--- src/rtl/core/i2cmts_pkg.sv ---
package i2cmts_pkg;

    // Operation codes of an input item
    localparam logic [1:0] OP_LOAD_DESC = 2'd0;
    localparam logic [1:0] OP_LOAD_BYTE = 2'd1;
    localparam logic [1:0] OP_START     = 2'd2;
    localparam logic [1:0] OP_INTR      = 2'd3;

    // Controller commands
    localparam logic [2:0] CMD_NONE        = 3'd0;
    localparam logic [2:0] CMD_START_W     = 3'd1;
    localparam logic [2:0] CMD_START_R     = 3'd2;
    localparam logic [2:0] CMD_SEND        = 3'd3;
    localparam logic [2:0] CMD_RESUME_ACK  = 3'd4;
    localparam logic [2:0] CMD_RESUME_NACK = 3'd5;
    localparam logic [2:0] CMD_STOP_W      = 3'd6;
    localparam logic [2:0] CMD_STOP_R      = 3'd7;

    // Transfer status
    localparam logic [1:0] ST_IDLE      = 2'd0;
    localparam logic [1:0] ST_BUSY      = 2'd1;
    localparam logic [1:0] ST_DONE_OK   = 2'd2;
    localparam logic [1:0] ST_DONE_NDEV = 2'd3;

    typedef struct packed {
        logic [1:0] op;
        logic [1:0] msg_index;
        logic [6:0] slave_addr;
        logic       read_flag;
        logic [6:0] msg_length;
        logic [5:0] byte_index;
        logic [7:0] byte_value;
        logic [2:0] msg_count;
        logic       no_ack;
        logic [7:0] rx_byte;
    } t_in_item;

    typedef struct packed {
        logic [2:0] command;
        logic [7:0] command_byte;
        logic [1:0] status;
        logic       rx_valid;
        logic [1:0] rx_msg;
        logic [5:0] rx_index;
        logic [7:0] rx_data;
    } t_out_item;

endpackage

--- src/rtl/core/i2cmts_store.sv ---
module i2cmts_store
    import i2cmts_pkg::*;
#(
    parameter int DEPTH = 256,
    parameter int AW    = 8
) (
    input  logic          i_clk,
    input  logic          i_we,
    input  logic [AW-1:0] i_waddr,
    input  logic [7:0]    i_wdata,
    input  logic [AW-1:0] i_raddr,
    output logic [7:0]    o_rdata
);

    logic [7:0] r_mem [DEPTH];
    logic [7:0] r_rdata;

    // Write port
    always_ff @(posedge i_clk) begin
        if (i_we) begin
            r_mem[i_waddr] <= i_wdata;
        end
    end

    // Registered read, new data forwarded on a same-address write
    always_ff @(posedge i_clk) begin
        if (i_we && (i_waddr == i_raddr)) begin
            r_rdata <= i_wdata;
        end else begin
            r_rdata <= r_mem[i_raddr];
        end
    end

    assign o_rdata = r_rdata;

endmodule

--- src/rtl/core/i2cmts_core.sv ---
module i2cmts_core
    import i2cmts_pkg::*;
#(
    parameter int MAX_MSGS = 4,
    parameter int MAX_LEN  = 64
) (
    input  logic      i_clk,
    input  logic      i_rst_n,
    input  logic      i_fire,
    input  t_in_item  i_item,
    output t_out_item o_result
);

    localparam int MSG_W = (MAX_MSGS > 1) ? $clog2(MAX_MSGS) : 1;
    localparam int TOT_W = $clog2(MAX_MSGS + 1);
    localparam int POS_W = $clog2(MAX_LEN + 1);
    localparam int DEPTH = MAX_MSGS * MAX_LEN;
    localparam int SA_W  = (DEPTH > 1) ? $clog2(DEPTH) : 1;

    typedef enum logic [5:0] {
        PH_IDLE      = 6'b000001,
        PH_START     = 6'b000010,
        PH_READ      = 6'b000100,
        PH_WRITE     = 6'b001000,
        PH_DONE_OK   = 6'b010000,
        PH_DONE_NDEV = 6'b100000
    } t_phase;

    t_phase             r_phase, n_phase;
    logic [TOT_W-1:0]   r_total, n_total;
    logic [MSG_W-1:0]   r_cur,   n_cur;
    logic [POS_W-1:0]   r_pos,   n_pos;

    // Descriptor of the message in flight
    logic               r_c_dir,  n_c_dir;
    logic [POS_W-1:0]   r_c_len,  n_c_len;

    logic [6:0]         r_addr_tab [MAX_MSGS];
    logic               r_dir_tab  [MAX_MSGS];
    logic [POS_W-1:0]   r_len_tab  [MAX_MSGS];

    logic               busy;
    logic               last;
    logic               slot_ok;
    logic               desc_we;
    logic [MSG_W-1:0]   nx_idx;
    logic [POS_W-1:0]   pos_inc;
    logic [POS_W-1:0]   rd_pos;
    logic               wr_more;
    logic               rd_more;
    logic               rd_last;
    logic [POS_W-1:0]   len_sat;
    logic [TOT_W-1:0]   cnt_sat;
    logic [POS_W-1:0]   rd_off;
    logic               st_we;
    logic [SA_W-1:0]    st_waddr;
    logic [SA_W-1:0]    st_raddr;
    logic [7:0]         st_rdata;
    logic               step_nof;
    logic               step_stop;
    logic               stop_ok;
    t_out_item          res;

    assign busy    = (r_phase == PH_START) || (r_phase == PH_READ) || (r_phase == PH_WRITE);
    assign last    = (32'(r_cur) + 32'd1) >= 32'(r_total);
    assign nx_idx  = last ? '0 : MSG_W'(32'(r_cur) + 32'd1);
    assign pos_inc = r_pos + POS_W'(1);
    assign rd_pos  = (r_phase == PH_READ) ? pos_inc : r_pos;
    assign wr_more = r_pos < r_c_len;
    assign rd_more = rd_pos < r_c_len;
    assign rd_last = ({1'b0, rd_pos} + (POS_W + 1)'(1)) == {1'b0, r_c_len};
    assign len_sat = (32'(i_item.msg_length) > MAX_LEN) ? POS_W'(MAX_LEN)
                                                         : POS_W'(i_item.msg_length);
    assign cnt_sat = (32'(i_item.msg_count) > MAX_MSGS) ? TOT_W'(MAX_MSGS)
                                                         : TOT_W'(i_item.msg_count);
    assign slot_ok = 32'(i_item.msg_index) < MAX_MSGS;
    assign desc_we = i_fire && (i_item.op == OP_LOAD_DESC) && !busy && slot_ok;

    // Store access: write a loaded byte, prefetch the byte at the next position
    assign st_we    = i_fire && (i_item.op == OP_LOAD_BYTE) && !busy && slot_ok
                      && (32'(i_item.byte_index) < MAX_LEN);
    assign st_waddr = SA_W'(32'(i_item.msg_index) * MAX_LEN + 32'(i_item.byte_index));
    assign rd_off   = (32'(n_pos) < MAX_LEN) ? n_pos : '0;
    assign st_raddr = SA_W'(32'(n_cur) * MAX_LEN + 32'(rd_off));

    i2cmts_store #(
        .DEPTH (DEPTH),
        .AW    (SA_W)
    ) u_store (
        .i_clk   (i_clk),
        .i_we    (st_we),
        .i_waddr (st_waddr),
        .i_wdata (i_item.byte_value),
        .i_raddr (st_raddr),
        .o_rdata (st_rdata)
    );

    // Decide the command for one item
    always_comb begin
        n_phase   = r_phase;
        n_total   = r_total;
        n_cur     = r_cur;
        n_pos     = r_pos;
        n_c_dir   = r_c_dir;
        n_c_len   = r_c_len;
        res       = '0;
        step_nof  = 1'b0;
        step_stop = 1'b0;
        stop_ok   = 1'b0;
        if (i_fire) begin
            case (i_item.op)
                OP_START: begin
                    if (!busy && (i_item.msg_count != '0)) begin
                        n_total          = cnt_sat;
                        n_cur            = '0;
                        n_pos            = '0;
                        n_c_dir          = r_dir_tab[0];
                        n_c_len          = r_len_tab[0];
                        n_phase          = PH_START;
                        res.command      = r_dir_tab[0] ? CMD_START_R : CMD_START_W;
                        res.command_byte = {r_addr_tab[0], r_dir_tab[0]};
                    end
                end
                OP_INTR: begin
                    if (busy) begin
                        case (r_phase)
                            PH_START: begin
                                if (i_item.no_ack) begin
                                    step_stop = 1'b1;
                                end else if (last && !wr_more) begin
                                    step_stop = 1'b1;
                                    stop_ok   = 1'b1;
                                end else if (r_c_dir) begin
                                    n_phase = PH_READ;
                                    if (rd_more) begin
                                        res.command = rd_last ? CMD_RESUME_NACK
                                                              : CMD_RESUME_ACK;
                                    end else begin
                                        step_nof = 1'b1;
                                    end
                                end else begin
                                    n_phase = PH_WRITE;
                                    if (wr_more) begin
                                        res.command      = CMD_SEND;
                                        res.command_byte = st_rdata;
                                        n_pos            = pos_inc;
                                    end else begin
                                        step_nof = 1'b1;
                                    end
                                end
                            end
                            PH_WRITE: begin
                                if (i_item.no_ack) begin
                                    step_stop = 1'b1;
                                end else if (wr_more) begin
                                    res.command      = CMD_SEND;
                                    res.command_byte = st_rdata;
                                    n_pos            = pos_inc;
                                end else begin
                                    step_nof = 1'b1;
                                end
                            end
                            PH_READ: begin
                                res.rx_valid = 1'b1;
                                res.rx_msg   = 2'(r_cur);
                                res.rx_index = 6'(r_pos);
                                res.rx_data  = i_item.rx_byte;
                                n_pos        = pos_inc;
                                if (rd_more) begin
                                    res.command = rd_last ? CMD_RESUME_NACK
                                                          : CMD_RESUME_ACK;
                                end else begin
                                    step_nof = 1'b1;
                                end
                            end
                            default: ;
                        endcase
                    end
                end
                default: ;
            endcase

            // Advance to the next message or finish
            if (step_nof) begin
                if (!last) begin
                    n_cur            = nx_idx;
                    n_pos            = '0;
                    n_c_dir          = r_dir_tab[nx_idx];
                    n_c_len          = r_len_tab[nx_idx];
                    n_phase          = PH_START;
                    res.command      = r_dir_tab[nx_idx] ? CMD_START_R : CMD_START_W;
                    res.command_byte = {r_addr_tab[nx_idx], r_dir_tab[nx_idx]};
                end else begin
                    step_stop = 1'b1;
                    stop_ok   = 1'b1;
                end
            end

            // Stop the bus in the direction of the current message
            if (step_stop) begin
                n_phase          = stop_ok ? PH_DONE_OK : PH_DONE_NDEV;
                res.command      = r_c_dir ? CMD_STOP_R : CMD_STOP_W;
                res.command_byte = '0;
            end
        end

        case (n_phase)
            PH_START, PH_READ, PH_WRITE: res.status = ST_BUSY;
            PH_DONE_OK:                  res.status = ST_DONE_OK;
            PH_DONE_NDEV:                res.status = ST_DONE_NDEV;
            default:                     res.status = ST_IDLE;
        endcase
    end

    assign o_result = res;

    // Transfer state
    always_ff @(posedge i_clk) begin
        if (!i_rst_n) begin
            r_phase <= PH_IDLE;
            r_total <= '0;
            r_cur   <= '0;
            r_pos   <= '0;
        end else begin
            r_phase <= n_phase;
            r_total <= n_total;
            r_cur   <= n_cur;
            r_pos   <= n_pos;
        end
    end

    // Current descriptor copy
    always_ff @(posedge i_clk) begin
        r_c_dir  <= n_c_dir;
        r_c_len  <= n_c_len;
    end

    // Descriptor tables
    always_ff @(posedge i_clk) begin
        for (int k = 0; k < MAX_MSGS; k++) begin
            if (desc_we && (32'(i_item.msg_index) == k)) begin
                r_addr_tab[k] <= i_item.slave_addr;
                r_dir_tab[k]  <= i_item.read_flag;
                r_len_tab[k]  <= len_sat;
            end
        end
    end

endmodule

--- src/rtl/core/i2c_master_transfer_sequencer.sv ---
// Channel  Direction  Handshake                 Payload
// in       input      i_in_valid / o_in_stall   i_in_item   (t_in_item)
// out      output     o_out_valid / i_out_stall o_out_item  (t_out_item)
//
// One item per cycle while the output does not stall; each taken item goes into
// the input register, then its result into the result register, and leaves from there.
// The write byte store is read ahead, through its registered read port, at the
// position the next step needs, so the path holds.
// Reset clears the transfer state and both valid flags; descriptor and byte
// storage hold nothing defined until loaded. A stalled result holds the
// result register, and the input side stalls only when a new item waits behind it.
module i2c_master_transfer_sequencer
    import i2cmts_pkg::*;
#(
    parameter int MAX_MSGS = 4,
    parameter int MAX_LEN  = 64
) (
    input  logic      i_clk,
    input  logic      i_rst_n,
    input  logic      i_in_valid,
    output logic      o_in_stall,
    input  t_in_item  i_in_item,
    output logic      o_out_valid,
    input  logic      i_out_stall,
    output t_out_item o_out_item
);

    logic      r_in_vld;
    t_in_item  r_in_item;
    logic      r_out_vld;
    t_out_item r_out_item;
    logic      advance;
    logic      accept_in;
    t_out_item core_res;

    // Move the held item into the result register when it is free
    assign advance    = r_in_vld && (!r_out_vld || !i_out_stall);
    assign o_in_stall = r_in_vld && !advance;
    assign accept_in  = i_in_valid && !o_in_stall;

    i2cmts_core #(
        .MAX_MSGS (MAX_MSGS),
        .MAX_LEN  (MAX_LEN)
    ) u_core (
        .i_clk    (i_clk),
        .i_rst_n  (i_rst_n),
        .i_fire   (advance),
        .i_item   (r_in_item),
        .o_result (core_res)
    );

    // Valid flags
    always_ff @(posedge i_clk) begin
        if (!i_rst_n) begin
            r_in_vld  <= 1'b0;
            r_out_vld <= 1'b0;
        end else begin
            if (accept_in) begin
                r_in_vld <= 1'b1;
            end else if (advance) begin
                r_in_vld <= 1'b0;
            end
            if (advance) begin
                r_out_vld <= 1'b1;
            end else if (!i_out_stall) begin
                r_out_vld <= 1'b0;
            end
        end
    end

    // Payload registers
    always_ff @(posedge i_clk) begin
        if (accept_in) begin
            r_in_item <= i_in_item;
        end
        if (advance) begin
            r_out_item <= core_res;
        end
    end

    assign o_out_valid = r_out_vld;
    assign o_out_item  = r_out_item;

endmodule
--- config.mk ---
export PLATFORM = sky130hd
export DESIGN_NAME = i2c_master_transfer_sequencer
export DESIGN_NICKNAME = d
export VERILOG_FILES = /design/src/rtl/core/i2cmts_pkg.sv /design/src/rtl/core/i2cmts_store.sv /design/src/rtl/core/i2cmts_core.sv /design/src/rtl/core/i2c_master_transfer_sequencer.sv
export SDC_FILE = /design/constraint.sdc
export NUM_CORES = 2
export LEC_CHECK = 0
export CAP_MARGIN = 0
export CORE_MARGIN = 8
export CORE_UTILIZATION = 55
export CTS_CLUSTER_DIAMETER = 120
export DETAILED_ROUTE_END_ITERATION = 8
export DONT_BUFFER_PORTS = 1
export PLACE_DENSITY = 0.71
export RECOVER_POWER = 100
export SYNTH_ARGS = -nofsm -noshare
export SYNTH_HDL_FRONTEND = slang
export SYNTH_SLANG_ARGS = --single-unit
export TNS_END_PERCENT = 50
--- constraint.sdc ---
create_clock -name i_clk -period 3.8 [get_ports i_clk]
set_input_delay 0.57 -clock i_clk [delete_from_list [all_inputs] [get_ports i_clk]]
set_output_delay 0.57 -clock i_clk [all_outputs]
set_load 0.1 [all_outputs]
==> run_results.csv <==
group,metric,value,unit
status,status,"finished with violations",
status,failed_checks,"max-capacitance violations, max-slew violations",
clock_network,cts_made_buffers,213,
critical_path,crit_path_end,"o_out_item[21]$_SDFFCE_PP0P_",
grt,overflow,0,
clock_network,htree_levels,4,
timing,slew_violations,1871,
grt,antenna_found_initial,4,
floorplanning,rows,145,
timing,setup_violations,0,
synth,synthCells,3924,
timing,period_minus_slack,3666,ps
drt,detail_route.first_pass.iterations,6,
placed_design,place_congestion,0.8829,
critical_path,critPathRequiredTime,4350,ps
grt,grt_max_degree,194,
grt,grt_pass1_vias,42960,
critical_path,cp_max_fo,19,
critical_path,timing.rr.end,"o_out_item[21]$_SDFFCE_PP0P_",
synth,synthTopCellsByArea,"edfxtp_1, mux4_2, nor2_1, dfxtp_1, clkbuf_1",
placed_design,place.port_buffers,0,
timing,hold_violations,0,
finish,fin_nets,4512,
finish,multi_input_area,19340,sq um
clock_network,clk_path_buf_depth,3,
synth,syn_nets,3993,
finish,nFillCells,10300,
timing,max_freq,272.8,MHz
timing,finalCritPeriodShare,96.47,%
synth,yosys_most_used_dff,"edfxtp_1",
pwr,p_leak,0.02986,uW
synth,synth_edf_count,2191,
drt,vias_per_cell,6.363,
synth,syn_area,86590,sq um
critical_path,rrSetupSlack,130,ps
synth,synth_seq_area_share,76.63,%
critical_path,setup.worst_path.end_class,"register",
critical_path,crit_slowest_cell,"dfxtp_4",
drt,wl_per_cell,29.88,um
timing,tns,0,ps
finish,areaGrowthSynthToFinish,13.56,%
drt,wirelength,199200,um
flow_run,cap_violations,19,
critical_path,cp-start-kind,"register",
pwr,powerDensity,486.3,nW/um^2
synth,yosysTopAreaCell,"edfxtp_1",
drt,drcViolationCount,0,
clock_network,clkTransAtPathRegs,70,ps
clock_network,postCtsSetupBuffers,0,
clock_network,cts_root_buffer,"clkbuf_16",
clock_network,insertion_delay,840,ps
drt,vias,42430,
critical_path,crit_type,"reg2reg",
floorplanning,start_util,55.43,%
grt,grt_pass1_wl,293500,um
drt,drt_iter0_drc,5569,
timing,tightest_slew,3355,ps
critical_path,worstPathArrival,4210,ps
floorplanning,die_w,412.8,um
drt,ant_nets,0,
floorplanning,core_area,156200,sq um
finish,seqCellArea,66370,sq um
synth,ys_async_sr_fraction,0,%
clock_network,cts_tree,"done",
synth,synth_most_common_cell,"edfxtp_1",
synth,yosys_warnings,0,
finish,drive_gt1_share,27.97,%
pwr,power,47820,uW
critical_path,rr_worst_depth,9,
min_path,min-delay-path-class,"in2reg",
floorplanning,dieHeight,412.8,um
synth,synth_common_cells,"edfxtp_1, mux4_2, nor2_1, clkbuf_1, nand2_1",
timing,relSlewSlack,-123.7,%
placed_design,hpwl,122000,um
synth,synth_top_cell_area_share,75.98,%
floorplanning,ios,81,
synth,synth_seq_cells,2219,
grt,global_route.usage.total,23.40,%
clock_network,cts.sinks,2219,
critical_path,path_cells,"buf_12 -> buf_12 -> mux4_2 -> mux4_2 -> nor2b_1 -> a211oi_1 -> a211oi_1 -> a221oi_1 -> o211ai_1",
floorplanning,dieArea,170400,sq um
timing,fin_skew,66.55,ps
synth,ys_types,61,
synth,syn_avg_cell_area,22.07,sq um
critical_path,slowest_delay,590,ps
pwr,vdd_drop_max,457.9,uV
metrics by stage:
step / util (%) / std cells / worst slack, ps / hold WS (ps) / area [sq um]
2_1_floorplan: - / 3924 / -245.7 / 431.9 / 86590
3_3_place_gp: 59.18 / 6238 / -43.55 / 446.6 / 92440
3_5_place_dp: 59.18 / 6238 / -43.49 / 461.2 / 92440
4_1_cts: 63.65 / 6666 / 36.50 / 109.3 / 99420
5_1_grt: 62.95 / 6667 / -17.35 / 150.2 / 98330
6_report: 62.95 / 6668 / 134.2 / 176.5 / 98330
critical path, delay by kind of cell (launching register included):
| family | cells | cell delay [ps] |
|---|---|---|
| AOI/OAI and AO/OA | 4 | 1040 |
| buffers and inverters | 2 | 500 |
| DFF | 1 | 590 |
| muxes | 2 | 1030 |
| and+or+nand+nor | 1 | 170 |
logic make-up (layout without fill, tap and decap cells):
logic type / after synthesis / in the layout / synth area share (%)
DFF: 2219 / 2219 / 76.63
muxes: 689 / 689 / 17.46
and+or+nand+nor: 548 / 548 / 2.783
buffers and inverters: 236 / 920 / 1.137
AOI/OAI and AO/OA: 194 / 194 / 1.522
adders and majority gates: 20 / 20 / 0.2890
xor gates and xnor gates: 18 / 18 / 0.1821
other: 0 / 2 / 0
power breakdown:
| part | switching (uW) | internal, uW |
|---|---|---|
| Combinational | 638 | 164 |
| Sequential | 173 | 27000 |
| Clock | 8870 | 11000 |
area by class of cell:
class,instances,share of cell area [%]
repair buffers,519,3.528
inverters,21,0.08016
clock inverters,109,0.8958
clock buffers,271,5.707
well taps,2058,2.619
multi-input cells,1469,19.67
diodes,2,0.005090
flip-flops and latches,2219,67.50
timing repair:
item                                   in CTS  in global routing
endpoints found under the hold margin      56                  0
setup endpoints to repair                   9                 12
pin swaps                                   0                  2
hold buffers                               48                  0
resized for setup                           2                 14
state kept, by name (all words and copies together) (netlist names), 4 cells and up, named ones only:
| register | cells |
|---|---|
| u_core.u_store.r_mem | 2048 |
| u_core.r_dir_tab | 4 |
| u_core.r_addr_tab | 28 |
| u_core.r_pos | 7 |
| u_core.r_phase | 6 |
| r_in_item | 45 |
| o_out_item | 30 |
| u_core.r_c_len | 7 |
| u_core.r_len_tab | 28 |
layer usage:
metal  track usage (%)  share of wire [%]
met5                 0             0.0065
met4             5.906                2.5
met3             4.525                8.7
met2             37.53                 49
met1             33.71                 40
worst min-delay path by stage:
| stage | from | end | slack [ps] | cells after the start |
|---|---|---|---|---|
| 2_1_floorplan | u_core.r_total[1]$_SDFFE_PN0P_ | u_core.r_total[1]$_SDFFE_PN0P_ | 430 | 2 |
| 3_3_place_gp | u_core.r_total[1]$_SDFFE_PN0P_ | u_core.r_total[1]$_SDFFE_PN0P_ | 450 | 2 |
| 3_5_place_dp | u_core.r_total[2]$_SDFFE_PN0P_ | u_core.r_total[2]$_SDFFE_PN0P_ | 460 | 2 |
| 4_1_cts | i_rst_n | u_core.r_pos[6]$_SDFF_PN0_ | 110 | 2 |
| 5_1_grt | i_rst_n | u_core.r_pos[6]$_SDFF_PN0_ | 150 | 2 |
| 6_report | i_rst_n | u_core.r_pos[6]$_SDFF_PN0_ | 180 | 2 |
cell usage in the layout, fill, tap and decap left out, types with 15 or more instances in the layout:
cell type      netlist  layout
a211oi_1            41      40
a21oi_1             33      33
a31oi_1             25      25
and3_1              19      19
buf_12               0      34
buf_4                1     122
clkbuf_1           137     212
clkbuf_16            0     216
clkbuf_2             0     148
clkinv_1             0      45
clkinv_2             0      33
dfxtp_1             28      22
dlygate4sd3_1        0      48
edfxtp_1          2191    2191
ha_1                20      20
inv_1               21      20
mux2i_1             23      21
mux4_2             656     656
nand2_1             95      95
nand3_1             21      19
nor2_1             309     309
nor2b_1             40      39
nor3_1              17      15
o21ai_0             28      26
Note: power is estimated with default switching activity, not from simulation.
